**config.mk**
```make
export PLATFORM = sky130hd
export DESIGN_NAME = keyed_array_list_engine_core
export DESIGN_NICKNAME = d
export VERILOG_FILES = /design/src/hdl/kale_pkg.sv /design/src/hdl/kale_cmp.sv /design/src/hdl/kale_seq.sv /design/src/hdl/keyed_array_list_engine_core.sv
export VERILOG_INCLUDE_DIRS = /design/src /design/src/hdl
export SDC_FILE = /design/constraint.sdc
export NUM_CORES = 2
export LEC_CHECK = 0
export ABC_AREA = 1
export BUFFER_PORTS_ARGS = -buffer_cell sky130_fd_sc_hd__buf_2
export CAP_MARGIN = 30
export CORE_MARGIN = 3
export CORE_UTILIZATION = 50
export CTS_BUF_LIST = sky130_fd_sc_hd__clkbuf_4 sky130_fd_sc_hd__clkbuf_8 sky130_fd_sc_hd__clkbuf_16
export CTS_CLUSTER_DIAMETER = 150
export DETAILED_ROUTE_END_ITERATION = 10
export PLACE_DENSITY = 0.66
export SYNTH_ARGS = -nofsm -noshare
export SYNTH_HDL_FRONTEND = slang
export SYNTH_SLANG_ARGS = --single-unit
```
**constraint.sdc**
```tcl
create_clock -name clk -period 6.3 [get_ports clk]
set_input_delay 0.315 -clock clk [delete_from_list [all_inputs] [get_ports clk]]
set_output_delay 0.315 -clock clk [all_outputs]
set_load 0.005 [all_outputs]
```
**src/hdl/keyed_array_list_engine_core_macros.svh**
```systemverilog
// Assertion macros for the list engine modules; the sequencer is the one that includes them.
`ifndef KEYED_ARRAY_LIST_ENGINE_CORE_MACROS_SVH
`define KEYED_ARRAY_LIST_ENGINE_CORE_MACROS_SVH

`define KALE_ASSERT_ALWAYS(lbl, expr, msg) \
  lbl: assert property (@(posedge clk) disable iff (!rst_n) (expr)) else $error(msg);

`define KALE_ASSERT_IMP(lbl, ante, cons, msg) \
  lbl: assert property (@(posedge clk) disable iff (!rst_n) (ante) |-> (cons)) else $error(msg);

`define KALE_ASSERT_NXT(lbl, ante, cons, msg) \
  lbl: assert property (@(posedge clk) disable iff (!rst_n) (ante) |=> (cons)) else $error(msg);

`endif

```
**src/hdl/kale_pkg.sv**
```systemverilog
package kale_pkg;

  localparam int CAPACITY = 32;
  localparam int IDX_W    = $clog2(CAPACITY);
  localparam int CNT_W    = $clog2(CAPACITY + 1);
  localparam int ACT_W    = 3;
  localparam int POS_W    = 6;
  localparam int KEY_W    = 32;
  localparam int ST_W     = 2;

  typedef logic [IDX_W-1:0] idx_t;
  typedef logic [CNT_W-1:0] cnt_t;
  typedef logic [POS_W-1:0] pos_t;
  typedef logic [KEY_W-1:0] key_t;

  typedef enum logic [ACT_W-1:0] {
    ACT_INSERT  = 3'd0,
    ACT_DELETE  = 3'd1,
    ACT_FIND    = 3'd2,
    ACT_SORT_UP = 3'd3,
    ACT_SORT_DN = 3'd4
  } act_t;

  typedef enum logic [ST_W-1:0] {
    ST_OK      = 2'd0,
    ST_BAD     = 2'd1,
    ST_MISSING = 2'd2
  } st_t;

  typedef enum logic [1:0] {
    CMP_EQ = 2'd0,
    CMP_LT = 2'd1,
    CMP_GT = 2'd2
  } cmp_mode_t;

  typedef struct packed {
    key_t key;
    key_t payload;
  } entry_t;

  typedef struct packed {
    act_t action;
    pos_t position;
    key_t key;
    key_t payload;
  } cmd_t;

  typedef struct packed {
    st_t  status;
    idx_t found;
    cnt_t count;
  } res_t;

  typedef struct packed {
    logic idle;
    logic done;
  } seq_stat_t;

endpackage

```
**src/hdl/kale_cmp.sv**
```systemverilog
module kale_cmp (
  input  kale_pkg::key_t      a,
  input  kale_pkg::key_t      b,
  input  kale_pkg::cmp_mode_t mode,
  output logic                hit
);
  import kale_pkg::*;

  always_comb begin
    unique case (mode)
      CMP_EQ:  hit = (a == b);
      CMP_LT:  hit = (a < b);
      CMP_GT:  hit = (a > b);
      default: hit = 1'b0;
    endcase
  end

endmodule

```
**src/hdl/kale_seq.sv**
```systemverilog
`include "keyed_array_list_engine_core_macros.svh"

module kale_seq (
  input  logic                clk,
  input  logic                rst_n,
  input  logic                start,
  input  kale_pkg::cmd_t      cmd,
  input  logic                res_ready,
  output kale_pkg::seq_stat_t stat,
  output kale_pkg::res_t      res
);
  import kale_pkg::*;

  typedef enum logic [6:0] {
    S_IDLE = 7'b0000001,
    S_LDI  = 7'b0000010,
    S_GETI = 7'b0000100,
    S_RD   = 7'b0001000,
    S_EX   = 7'b0010000,
    S_WR   = 7'b0100000,
    S_DONE = 7'b1000000
  } state_t;

  localparam cnt_t CAP_CNT = cnt_t'(CAPACITY);
  localparam cnt_t ONE_CNT = cnt_t'(1);
  localparam cnt_t TWO_CNT = cnt_t'(2);
  localparam idx_t ONE_IDX = idx_t'(1);

  state_t state_r, state_nxt;
  act_t   act_r, act_nxt;
  pos_t   pos_r, pos_nxt;
  key_t   key_r, key_nxt;
  key_t   pay_r, pay_nxt;
  cnt_t   cnt_r, cnt_nxt;
  idx_t   i_r, i_nxt;
  idx_t   j_r, j_nxt;
  entry_t cur_r, cur_nxt;
  st_t    st_r, st_nxt;
  idx_t   fnd_r, fnd_nxt;

  entry_t    mem [CAPACITY];
  entry_t    rd_r;
  logic      we;
  idx_t      waddr;
  idx_t      raddr;
  entry_t    wdata;

  idx_t      jm1;
  idx_t      jp1;
  idx_t      ip1;
  cmp_mode_t cmp_mode;
  key_t      cmp_b;
  logic      hit;

  assign jm1 = j_r - ONE_IDX;
  assign jp1 = j_r + ONE_IDX;
  assign ip1 = i_r + ONE_IDX;

  always_comb begin
    unique case (act_r)
      ACT_FIND:    cmp_mode = CMP_EQ;
      ACT_SORT_DN: cmp_mode = CMP_GT;
      default:     cmp_mode = CMP_LT;
    endcase
    cmp_b = (act_r == ACT_FIND) ? key_r : cur_r.key;
  end

  kale_cmp u_cmp (
    .a    (rd_r.key),
    .b    (cmp_b),
    .mode (cmp_mode),
    .hit  (hit)
  );

  always_comb begin
    state_nxt = state_r;
    act_nxt   = act_r;
    pos_nxt   = pos_r;
    key_nxt   = key_r;
    pay_nxt   = pay_r;
    cnt_nxt   = cnt_r;
    i_nxt     = i_r;
    j_nxt     = j_r;
    cur_nxt   = cur_r;
    st_nxt    = st_r;
    fnd_nxt   = fnd_r;
    we        = 1'b0;
    waddr     = j_r;
    wdata     = cur_r;
    raddr     = j_r;

    unique case (state_r)
      S_IDLE: begin
        if (start) begin
          act_nxt = cmd.action;
          pos_nxt = cmd.position;
          key_nxt = cmd.key;
          pay_nxt = cmd.payload;
          st_nxt  = ST_OK;
          fnd_nxt = '0;
          unique case (cmd.action)
            ACT_INSERT: begin
              if ((cnt_r >= CAP_CNT) || (cmd.position > cnt_r)) begin
                st_nxt    = ST_BAD;
                state_nxt = S_DONE;
              end else begin
                j_nxt     = cnt_r[IDX_W-1:0];
                state_nxt = (cmd.position == cnt_r) ? S_WR : S_RD;
              end
            end
            ACT_DELETE: begin
              if (cmd.position >= cnt_r) begin
                st_nxt    = ST_BAD;
                state_nxt = S_DONE;
              end else begin
                j_nxt = cmd.position[IDX_W-1:0];
                if ((cnt_t'(cmd.position) + ONE_CNT) >= cnt_r) begin
                  cnt_nxt   = cnt_r - ONE_CNT;
                  state_nxt = S_DONE;
                end else begin
                  state_nxt = S_RD;
                end
              end
            end
            ACT_FIND: begin
              j_nxt = '0;
              if (cnt_r == '0) begin
                st_nxt    = ST_MISSING;
                state_nxt = S_DONE;
              end else begin
                state_nxt = S_RD;
              end
            end
            ACT_SORT_UP, ACT_SORT_DN: begin
              i_nxt     = '0;
              state_nxt = (cnt_r < TWO_CNT) ? S_DONE : S_LDI;
            end
            default: begin
              st_nxt    = ST_BAD;
              state_nxt = S_DONE;
            end
          endcase
        end
      end
      S_LDI: begin
        raddr     = i_r;
        state_nxt = S_GETI;
      end
      S_GETI: begin
        cur_nxt   = rd_r;
        j_nxt     = ip1;
        state_nxt = S_RD;
      end
      S_RD: begin
        unique case (act_r)
          ACT_INSERT: raddr = jm1;
          ACT_DELETE: raddr = jp1;
          default:    raddr = j_r;
        endcase
        state_nxt = S_EX;
      end
      S_EX: begin
        unique case (act_r)
          ACT_INSERT: begin
            we        = 1'b1;
            waddr     = j_r;
            wdata     = rd_r;
            j_nxt     = jm1;
            state_nxt = (jm1 == pos_r[IDX_W-1:0]) ? S_WR : S_RD;
          end
          ACT_DELETE: begin
            we    = 1'b1;
            waddr = j_r;
            wdata = rd_r;
            j_nxt = jp1;
            if ((cnt_t'(jp1) + ONE_CNT) >= cnt_r) begin
              cnt_nxt   = cnt_r - ONE_CNT;
              state_nxt = S_DONE;
            end else begin
              state_nxt = S_RD;
            end
          end
          ACT_FIND: begin
            if (hit) begin
              fnd_nxt   = j_r;
              st_nxt    = ST_OK;
              state_nxt = S_DONE;
            end else if ((cnt_t'(j_r) + ONE_CNT) >= cnt_r) begin
              st_nxt    = ST_MISSING;
              state_nxt = S_DONE;
            end else begin
              j_nxt     = jp1;
              state_nxt = S_RD;
            end
          end
          ACT_SORT_UP, ACT_SORT_DN: begin
            if (hit) begin
              we      = 1'b1;
              waddr   = j_r;
              wdata   = cur_r;
              cur_nxt = rd_r;
            end
            if ((cnt_t'(j_r) + ONE_CNT) < cnt_r) begin
              j_nxt     = jp1;
              state_nxt = S_RD;
            end else begin
              state_nxt = S_WR;
            end
          end
          default: state_nxt = S_DONE;
        endcase
      end
      S_WR: begin
        we = 1'b1;
        if (act_r == ACT_INSERT) begin
          waddr     = pos_r[IDX_W-1:0];
          wdata     = '{key: key_r, payload: pay_r};
          cnt_nxt   = cnt_r + ONE_CNT;
          state_nxt = S_DONE;
        end else begin
          waddr = i_r;
          wdata = cur_r;
          if ((cnt_t'(i_r) + TWO_CNT) < cnt_r) begin
            i_nxt     = ip1;
            state_nxt = S_LDI;
          end else begin
            state_nxt = S_DONE;
          end
        end
      end
      S_DONE: begin
        if (res_ready) begin
          state_nxt = S_IDLE;
        end
      end
      default: state_nxt = S_IDLE;
    endcase
  end

  always_ff @(posedge clk) begin
    if (we) begin
      mem[waddr] <= wdata;
    end
    rd_r <= mem[raddr];
  end

  always_ff @(posedge clk) begin
    if (!rst_n) begin
      state_r <= S_IDLE;
      cnt_r   <= '0;
    end else begin
      state_r <= state_nxt;
      cnt_r   <= cnt_nxt;
    end
  end

  always_ff @(posedge clk) begin
    act_r <= act_nxt;
    pos_r <= pos_nxt;
    key_r <= key_nxt;
    pay_r <= pay_nxt;
    i_r   <= i_nxt;
    j_r   <= j_nxt;
    cur_r <= cur_nxt;
    st_r  <= st_nxt;
    fnd_r <= fnd_nxt;
  end

  assign stat.idle  = (state_r == S_IDLE);
  assign stat.done  = (state_r == S_DONE);
  assign res.status = st_r;
  assign res.found  = fnd_r;
  assign res.count  = cnt_r;

  `KALE_ASSERT_ALWAYS(a_cnt_cap, cnt_r <= CAP_CNT, "Entry count exceeds capacity.")
  `KALE_ASSERT_NXT(a_cnt_hold, (state_r == S_IDLE) && !start, $stable(cnt_r), "Count moved while idle.")
  `KALE_ASSERT_IMP(a_found_ok, (state_r == S_DONE) && (fnd_r != '0), (st_r == ST_OK) && (act_r == ACT_FIND), "Nonzero index without a successful find.")
  `KALE_ASSERT_IMP(a_wr_busy, we, (state_r != S_IDLE) && (state_r != S_DONE), "Store written outside an action.")

endmodule

```
**src/hdl/keyed_array_list_engine_core.sv**
```systemverilog
// Bad or unused actions finish without touching the store; insert and delete shift the
// entries between the position and the end, find scans from entry zero, and sort runs
// one pass for each position but the last, finishing at once with fewer than two entries.
// One item is in work at a time; the pace is set by the entry store, with one write
// port and one registered read port, and the one shared key comparator. A result held by
// a stalled output blocks the next input beat. Reset clears the count, not the entries.
module keyed_array_list_engine_core (
  input  logic                        clk,
  input  logic                        rst_n,
  input  logic                        in_valid,
  output logic                        in_stall,
  input  logic [kale_pkg::ACT_W-1:0]  in_action,
  input  logic [kale_pkg::POS_W-1:0]  in_position,
  input  logic [kale_pkg::KEY_W-1:0]  in_key,
  input  logic [kale_pkg::KEY_W-1:0]  in_payload,
  output logic                        out_valid,
  input  logic                        out_stall,
  output logic [kale_pkg::ST_W-1:0]   out_status,
  output logic [kale_pkg::IDX_W-1:0]  out_found_index,
  output logic [kale_pkg::CNT_W-1:0]  out_entry_count
);
  import kale_pkg::*;

  cmd_t      cmd;
  res_t      res;
  seq_stat_t stat;
  logic      start;
  logic      res_ready;
  logic      out_valid_r;
  res_t      out_res_r;

  assign in_stall  = !stat.idle;
  assign start     = in_valid && !in_stall;
  assign res_ready = !out_valid_r || !out_stall;

  assign cmd.action   = act_t'(in_action);
  assign cmd.position = in_position;
  assign cmd.key      = in_key;
  assign cmd.payload  = in_payload;

  kale_seq u_seq (
    .clk       (clk),
    .rst_n     (rst_n),
    .start     (start),
    .cmd       (cmd),
    .res_ready (res_ready),
    .stat      (stat),
    .res       (res)
  );

  always_ff @(posedge clk) begin
    if (!rst_n) begin
      out_valid_r <= 1'b0;
    end else if (stat.done && res_ready) begin
      out_valid_r <= 1'b1;
    end else if (!out_stall) begin
      out_valid_r <= 1'b0;
    end
  end

  always_ff @(posedge clk) begin
    if (stat.done && res_ready) begin
      out_res_r <= res;
    end
  end

  assign out_valid       = out_valid_r;
  assign out_status      = out_res_r.status;
  assign out_found_index = out_res_r.found;
  assign out_entry_count = out_res_r.count;

endmodule
```
# Yosys cells after proc, flatten, opt, wreduce, memory -nomap -nowiden
# Memory sizes are Yosys's and may differ from the RTL's. A register that Yosys moved wholly into a read port is not among the register bits.
# Cells that the tools add are included.
# op_classes
n_addsub,9
magnitude_cmp,11
eq_ne,43
muxes,73
reduce_logical,27
# ops
operator,n
$mux W64,4
$pmux W64 S2,2
$mux W7,12
$mux W5,15
$mux W6,10
$pmux W7 S4,2
$pmux W7 S7,1
$pmux W5 S2,4
$eq A32 B32 Y1,1
$gt A32 B32 Y1,1
$lt A32 B32 Y1,1
$mux W32,1
$pmux W5 S3,2
$ge A6 B6 Y1,4
$ne A2 B1 Y1 const B,12
$pmux W5 S4,1
$pmux W6 S3,1
$add A5 B1 Y6 const B,2
$add A6 B1 Y6 const B,2
$eq A3 B2 Y1 const B,4
$lt A6 B6 Y1,2
$ne A3 B3 Y1 const B,4
$add A5 B1 Y5 const B,2
$mux W2,5
44 further kinds,68
# word_totals
reg_bits,180
ramBits,2048
input_bits,77
output_inout_bits,15
elab_cells,180
n_memories,1
# memory_table
memory,depth,word_bits,read_ports,rd_clocked_by_memory_dff,write_ports,line,text
u_seq.mem,32,64,1,1,1,kale_seq.sv:41,entry_t mem [CAPACITY];

# Logic depth before layout (Yosys ltp)
# depth
ltp_word,9
mapped_depth,25
mapped_depth_nobuf,24

# By module
# Synthesis repeated with hierarchy kept, for this count alone.
# unflattened
cells_unflattened,5111
area_unflattened_um2,53271.1
# by_module_without_submodules
mod,instances,cells_per_inst,area_per_inst_um2,seq_area_each_um2
kale_seq,1,4935,51873.5,34322.9
kale_cmp,1,154,948.4,0.0
keyed_array_list_engine_core,1,22,449.2,410.4

# Worst setup path after synthesis
# Ideal clock, no wire load.
# synth_path
path_type,reg2reg
startpoint,register u_seq.act_r[0]
endpoint,memory u_seq.mem[19][32] in the netlist's numbering (enable)
setup_ps,461
t_arrival_ps,4963
required_time_ps,5839
slack_ps,876
path_stages_with_launch,17
n_path_buf,3
period_less_slack_ps,5424
path_cell_list,edfxtp_1 > buf_2 > nor3_1 > clkbuf_1 > clkbuf_1 > o21ai_0 > ha_1 > nand2_1 > nor2_1 > nand4_1 > nor2_1 > nand3b_1 > or2_0 > and3_1 > o21ai_1 > nand2_1 > nor3_1
# synth_via
elab_chain_len,9
elab_cells_between_ends,23
# synth_lines
item,line,text
start: declaration,kale_seq.sv:30,"act_t act_r, act_nxt;"
start signal: assignment,kale_seq.sv:258,act_r <= act_nxt;
$eq A3 B2 Y1 / $eq A3 B3 Y1 (equally long branches),"kale_seq.sv:60, kale_seq.sv:65, kale_seq.sv:163",
$mux W32 / $pmux W2 S2 (equally long branches),"kale_seq.sv:65, kale_seq.sv:60",
"$gt A32 B32 Y1, or another cell as far along",kale_cmp.sv:13,CMP_GT: hit = (a > b);
$pmux W1 S3,kale_cmp.sv:10,unique case (mode)
$mux W1,kale_seq.sv:197,if (hit) begin
$pmux W1 S2,kale_seq.sv:163,unique case (act_r)
$pmux W1 S2,kale_seq.sv:92,unique case (state_r)
$mux W1,kale_seq.sv:241,if (we) begin
$mux W1 (not written as such),kale_seq.sv:242,mem[waddr] <= wdata;
end: declaration,kale_seq.sv:41,
# Several ways; a longest one is shown, not always the timed one.

# Worst setup path in the final report
# layout_path
startpoint,register u_seq.act_r[0]
endpoint,memory u_seq.mem[26][43] in the netlist's numbering (enable)
# Same word-level chain as after synthesis.

==> impl_metrics.yaml <==
floorplanning:
  dieArea_um2: 104000
  ios: 92
  rows: 115
  die-width_um: 322
  core-area_um2: 98900
  die_y_um: 322
  initial_utilization_pct: 50.6
yosys:
  synth_ff_type: "edfxtp_1"
  synthMuxAreaShare_pct: 0
  synth_seq_area_share_pct: 69.4
  synthAdderAreaFrac_pct: 1.89
  synth-xor-area-share_pct: 0.403
  synth_top_family_by_area: "simple AND/OR/NAND/NOR gates"
  synth_compound_area_share_pct: 7.73
  avgSynthCellArea_um2: 11.6
  yosys.area_share.simple_pct: 15.8
  synth_area_um2: 50000
  synth_edf_count: 1126
  ys_warn_count: 0
  async_flop_share_pct: 0
  synth_cell_types: 47
  synth.net_count: 4457
  synthCells: 4305
  synth-seq-cells: 1172
detailed_routing:
  route.met3.wl_um: 10500
  route.detailed.drc: 0
  routed_wl_um: 130000
  met2_length_um: 60800
  ant_nets: 0
  routedLengthMet1_um: 55100
  dr.first_iter.drc_count: 3828
  vias: 33000
  routed_via_density: 5.70
  top_layer_used: "met4"
  drt-pass1-iter-count: 5
  routedWlPerCell_um: 22.5
pwr:
  vdd_drop_max_mv: 0.442
  power_density_nw_per_um2: 438
  leakage_nw: 20.7
place:
  post_dp_cell_area_um2: 52500
  gp_congestion: 0.910
  dp_slack_ps: 916
  dp.cells: 5514
  dp_hpwl_um: 72200
  io_buffer_count: 59
setup_path:
  required_ps: 6690
  path_cells: "nor3_2 > buf_4 > buf_4 > o21ai_0 > ha_1 > nand2_1 > nor2_1 > nand4_1 > nor2_1 > nand3b_1 > or2_0 > and3_1 > o21ai_1 > nand2_1 > nor2_1 > nand2_1 > nor2_4 > buf_4"
  end_kind: "register"
  critPathKind: "reg2reg"
  r2r-end: "u_seq.mem[26][43]$_DFFE_PP_"
  slowest_stage: "nor2_4"
  critPathLaunchType: "register"
  rrSetupSlack_ps: 860
  critPathMaxFanout: 39
  cp.arrival_ps: 5830
  cpPeakStageDelay_ps: 640
  r2r_cells: 18
  r2r_start: "u_seq.act_r[0]$_DFFE_PP_"
cells_and_area:
  drive_above_1_share_pct: 10.1
  final_cell_mix: "1,126 x edfxtp_1, 869 x nand2_1, 442 x nand3_1, 393 x nor2_1, 307 x inv_1"
  nets: 4544
  layout_commonest_cell: "edfxtp_1"
  syn_to_final_growth_pct: 13.5
  final_cells: 5779
  final_area_um2: 56800
  n_antenna_cell: 0
  multi_input_area_um2: 13500
  final_core_util_pct: 57.5
  fillers: 7823
  regArea_um2: 34700
timing:
  rsz0062_at_grt: "false"
  hold_violations: 0
  period_needed_ps: 5440
  fin_crit_sh_pct: 86.3
  slew_viol_final: 0
  finalSetupTns_ps: 0
  slew_headroom_pct: 15.9
  fin_ws_ps: 863
  setup_viol: 0
  max_freq_mhz: 184
  clock_skew_ps: 31.8
  worst_pin_slew_ps: 1260
cts:
  clock_path_buffers: 3
  cts_resized: 0
  cts_buffers: 119
  clkTransAtPathRegs_ps: 60
  cts_sinks: 1172
  postCtsSetupBuffers: 0
  insertion_delay_ps: 720
  cts_tree: "yes"
  cts_root_buf: "clkbuf_16"
  htreeDepth: 3
worst_hold_path:
  hold_class: "in2reg"
  hp-start: "in_valid"
  hold_depth: 5
  hold_end: "u_seq.state_r[1]$_SDFFE_PN0P_"
run_status:
  status: "finished clean"
global_route:
  antenna_found_initial: 0
  grt_pass1_wl_um: 195000
  grt_max_degree: 240
  grt_overflow: 0
  grt_usage_pct: 24.9
  grt_pass1_vias: 31200
run:
  maxCapViolations: 0
registers in the layout, summed over array words and instances (netlist names):
signal and flops:
u_seq.mem 1024, u_seq.cur_r 32, u_seq.key_r 32, u_seq.rd_r 32, u_seq.state_r 7, out_entry_count 6, u_seq.cnt_r 6, out_found_index 5
u_seq.fnd_r 5, u_seq.i_r 5, u_seq.j_r 5, u_seq.pos_r 5, u_seq.act_r 3, out_status 2, u_seq.st_r 2, out_valid 1
routing by layer:
layer  up-vias  global-route usage, %
li1      15400                      -
met1     16000                   35.5
met2      1381                   40.0
met3       235                   3.71
met4         0                   7.48
met5         -                      0
stage by stage:
stage / power [W] / hold slack [ps]
after floorplan: 0.0152 / 399
after global placement: 0.0179 / 404
after detailed placement: 0.0180 / 410
after CTS: 0.0249 / 95.5
after global routing: 0.0262 / 150
final: 0.0249 / 151
cells in the mapped netlist (2+ instances only):
| cell type | count | area [µm²] |
|---|---|---|
| o2111ai_1 | 2 | 17.5 |
| ha_1 | 74 | 926 |
| nand2_1 | 869 | 3260 |
| a21o_1 | 2 | 15.0 |
| nor3_1 | 14 | 70.1 |
| a22oi_1 | 2 | 15.0 |
| dfxtp_1 | 46 | 921 |
| o211ai_1 | 268 | 2010 |
| buf_1 | 13 | 48.8 |
| or2_0 | 48 | 300 |
| xor2_1 | 20 | 175 |
| o22ai_1 | 3 | 18.8 |
| nor3_2 | 2 | 20.0 |
| inv_2 | 15 | 56.3 |
| inv_1 | 307 | 1150 |
| a211oi_1 | 4 | 30.0 |
| or2_1 | 49 | 307 |
| o221ai_1 | 36 | 315 |
| edfxtp_1 | 1126 | 33800 |
| nand4_1 | 10 | 62.6 |
| o21ai_1 | 4 | 20.0 |
| nor2_1 | 426 | 1600 |
| nand2_4 | 2 | 22.5 |
| o21ai_0 | 218 | 1090 |
| nor4_1 | 2 | 12.5 |
| buf_4 | 20 | 150 |
| nand3_1 | 442 | 2210 |
| nand2_2 | 3 | 18.8 |
| buf_2 | 119 | 596 |
| xnor2_1 | 3 | 26.3 |
| clkbuf_1 | 88 | 330 |
| o21a_1 | 2 | 15.0 |
| a21oi_1 | 52 | 260 |
how the worst max path moves through the flow:
stage                                        endpoint                startpoint  slack (ps)
final                     u_seq.mem[26][43]$_DFFE_PP_  u_seq.act_r[0]$_DFFE_PP_         860
after global routing      u_seq.mem[26][39]$_DFFE_PP_  u_seq.act_r[0]$_DFFE_PP_         480
after CTS                 u_seq.mem[26][34]$_DFFE_PP_  u_seq.act_r[0]$_DFFE_PP_         880
after detailed placement  u_seq.mem[26][34]$_DFFE_PP_  u_seq.act_r[0]$_DFFE_PP_         920
after global placement    u_seq.mem[26][41]$_DFFE_PP_  u_seq.act_r[0]$_DFFE_PP_        1040
after floorplan           u_seq.mem[19][32]$_DFFE_PP_  u_seq.act_r[0]$_DFFE_PP_         880
worst max-delay path, delay by kind of cell, from the launching register on:
family / cells / cell delay, ps
adder cells (fa/ha/maj): 1 / 320
AND/OR/NAND/NOR: 12 / 2700
buffers and inverters: 3 / 1040
AO/OA/AOI/OAI: 2 / 500
flip-flops: 1 / 510
what timing repair did:
item,CTS,global route
endpoints found under the setup margin,0,0
hold buffers,43,0
endpoints found under the hold margin,48,0
where the power goes:
part	total, W	leakage, nW	internal, W	switching, W
Clock	0.00693	1.94	0.00399	0.00294
Combinational	0.00884	8.23	0.00254	0.00630
Sequential	0.00910	10.5	0.00882	0.000286
Total	0.0249	20.7	0.0153	0.00952
final cells by class:
| type | count | share of cell area [%] |
|---|---|---|
| Multi-Input combinational cell | 2568 | 23.8 |
| Inverter | 324 | 2.17 |
| Timing Repair Buffer | 207 | 3.21 |
| Clock inverter | 60 | 0.883 |
| Clock buffer | 161 | 5.94 |
| Sequential cell | 1172 | 61.2 |
| Tap cell | 1287 | 2.84 |
logic make-up after synthesis:
| family | Yosys count |
|---|---|
| AOI/OAI and AO/OA | 598 |
| xor gates and xnor gates | 23 |
| adders and majority gates | 75 |
| buffers and inverters | 565 |
| DFF | 1172 |
| and+or+nand+nor | 1872 |
(Power assumes the default switching activity.)
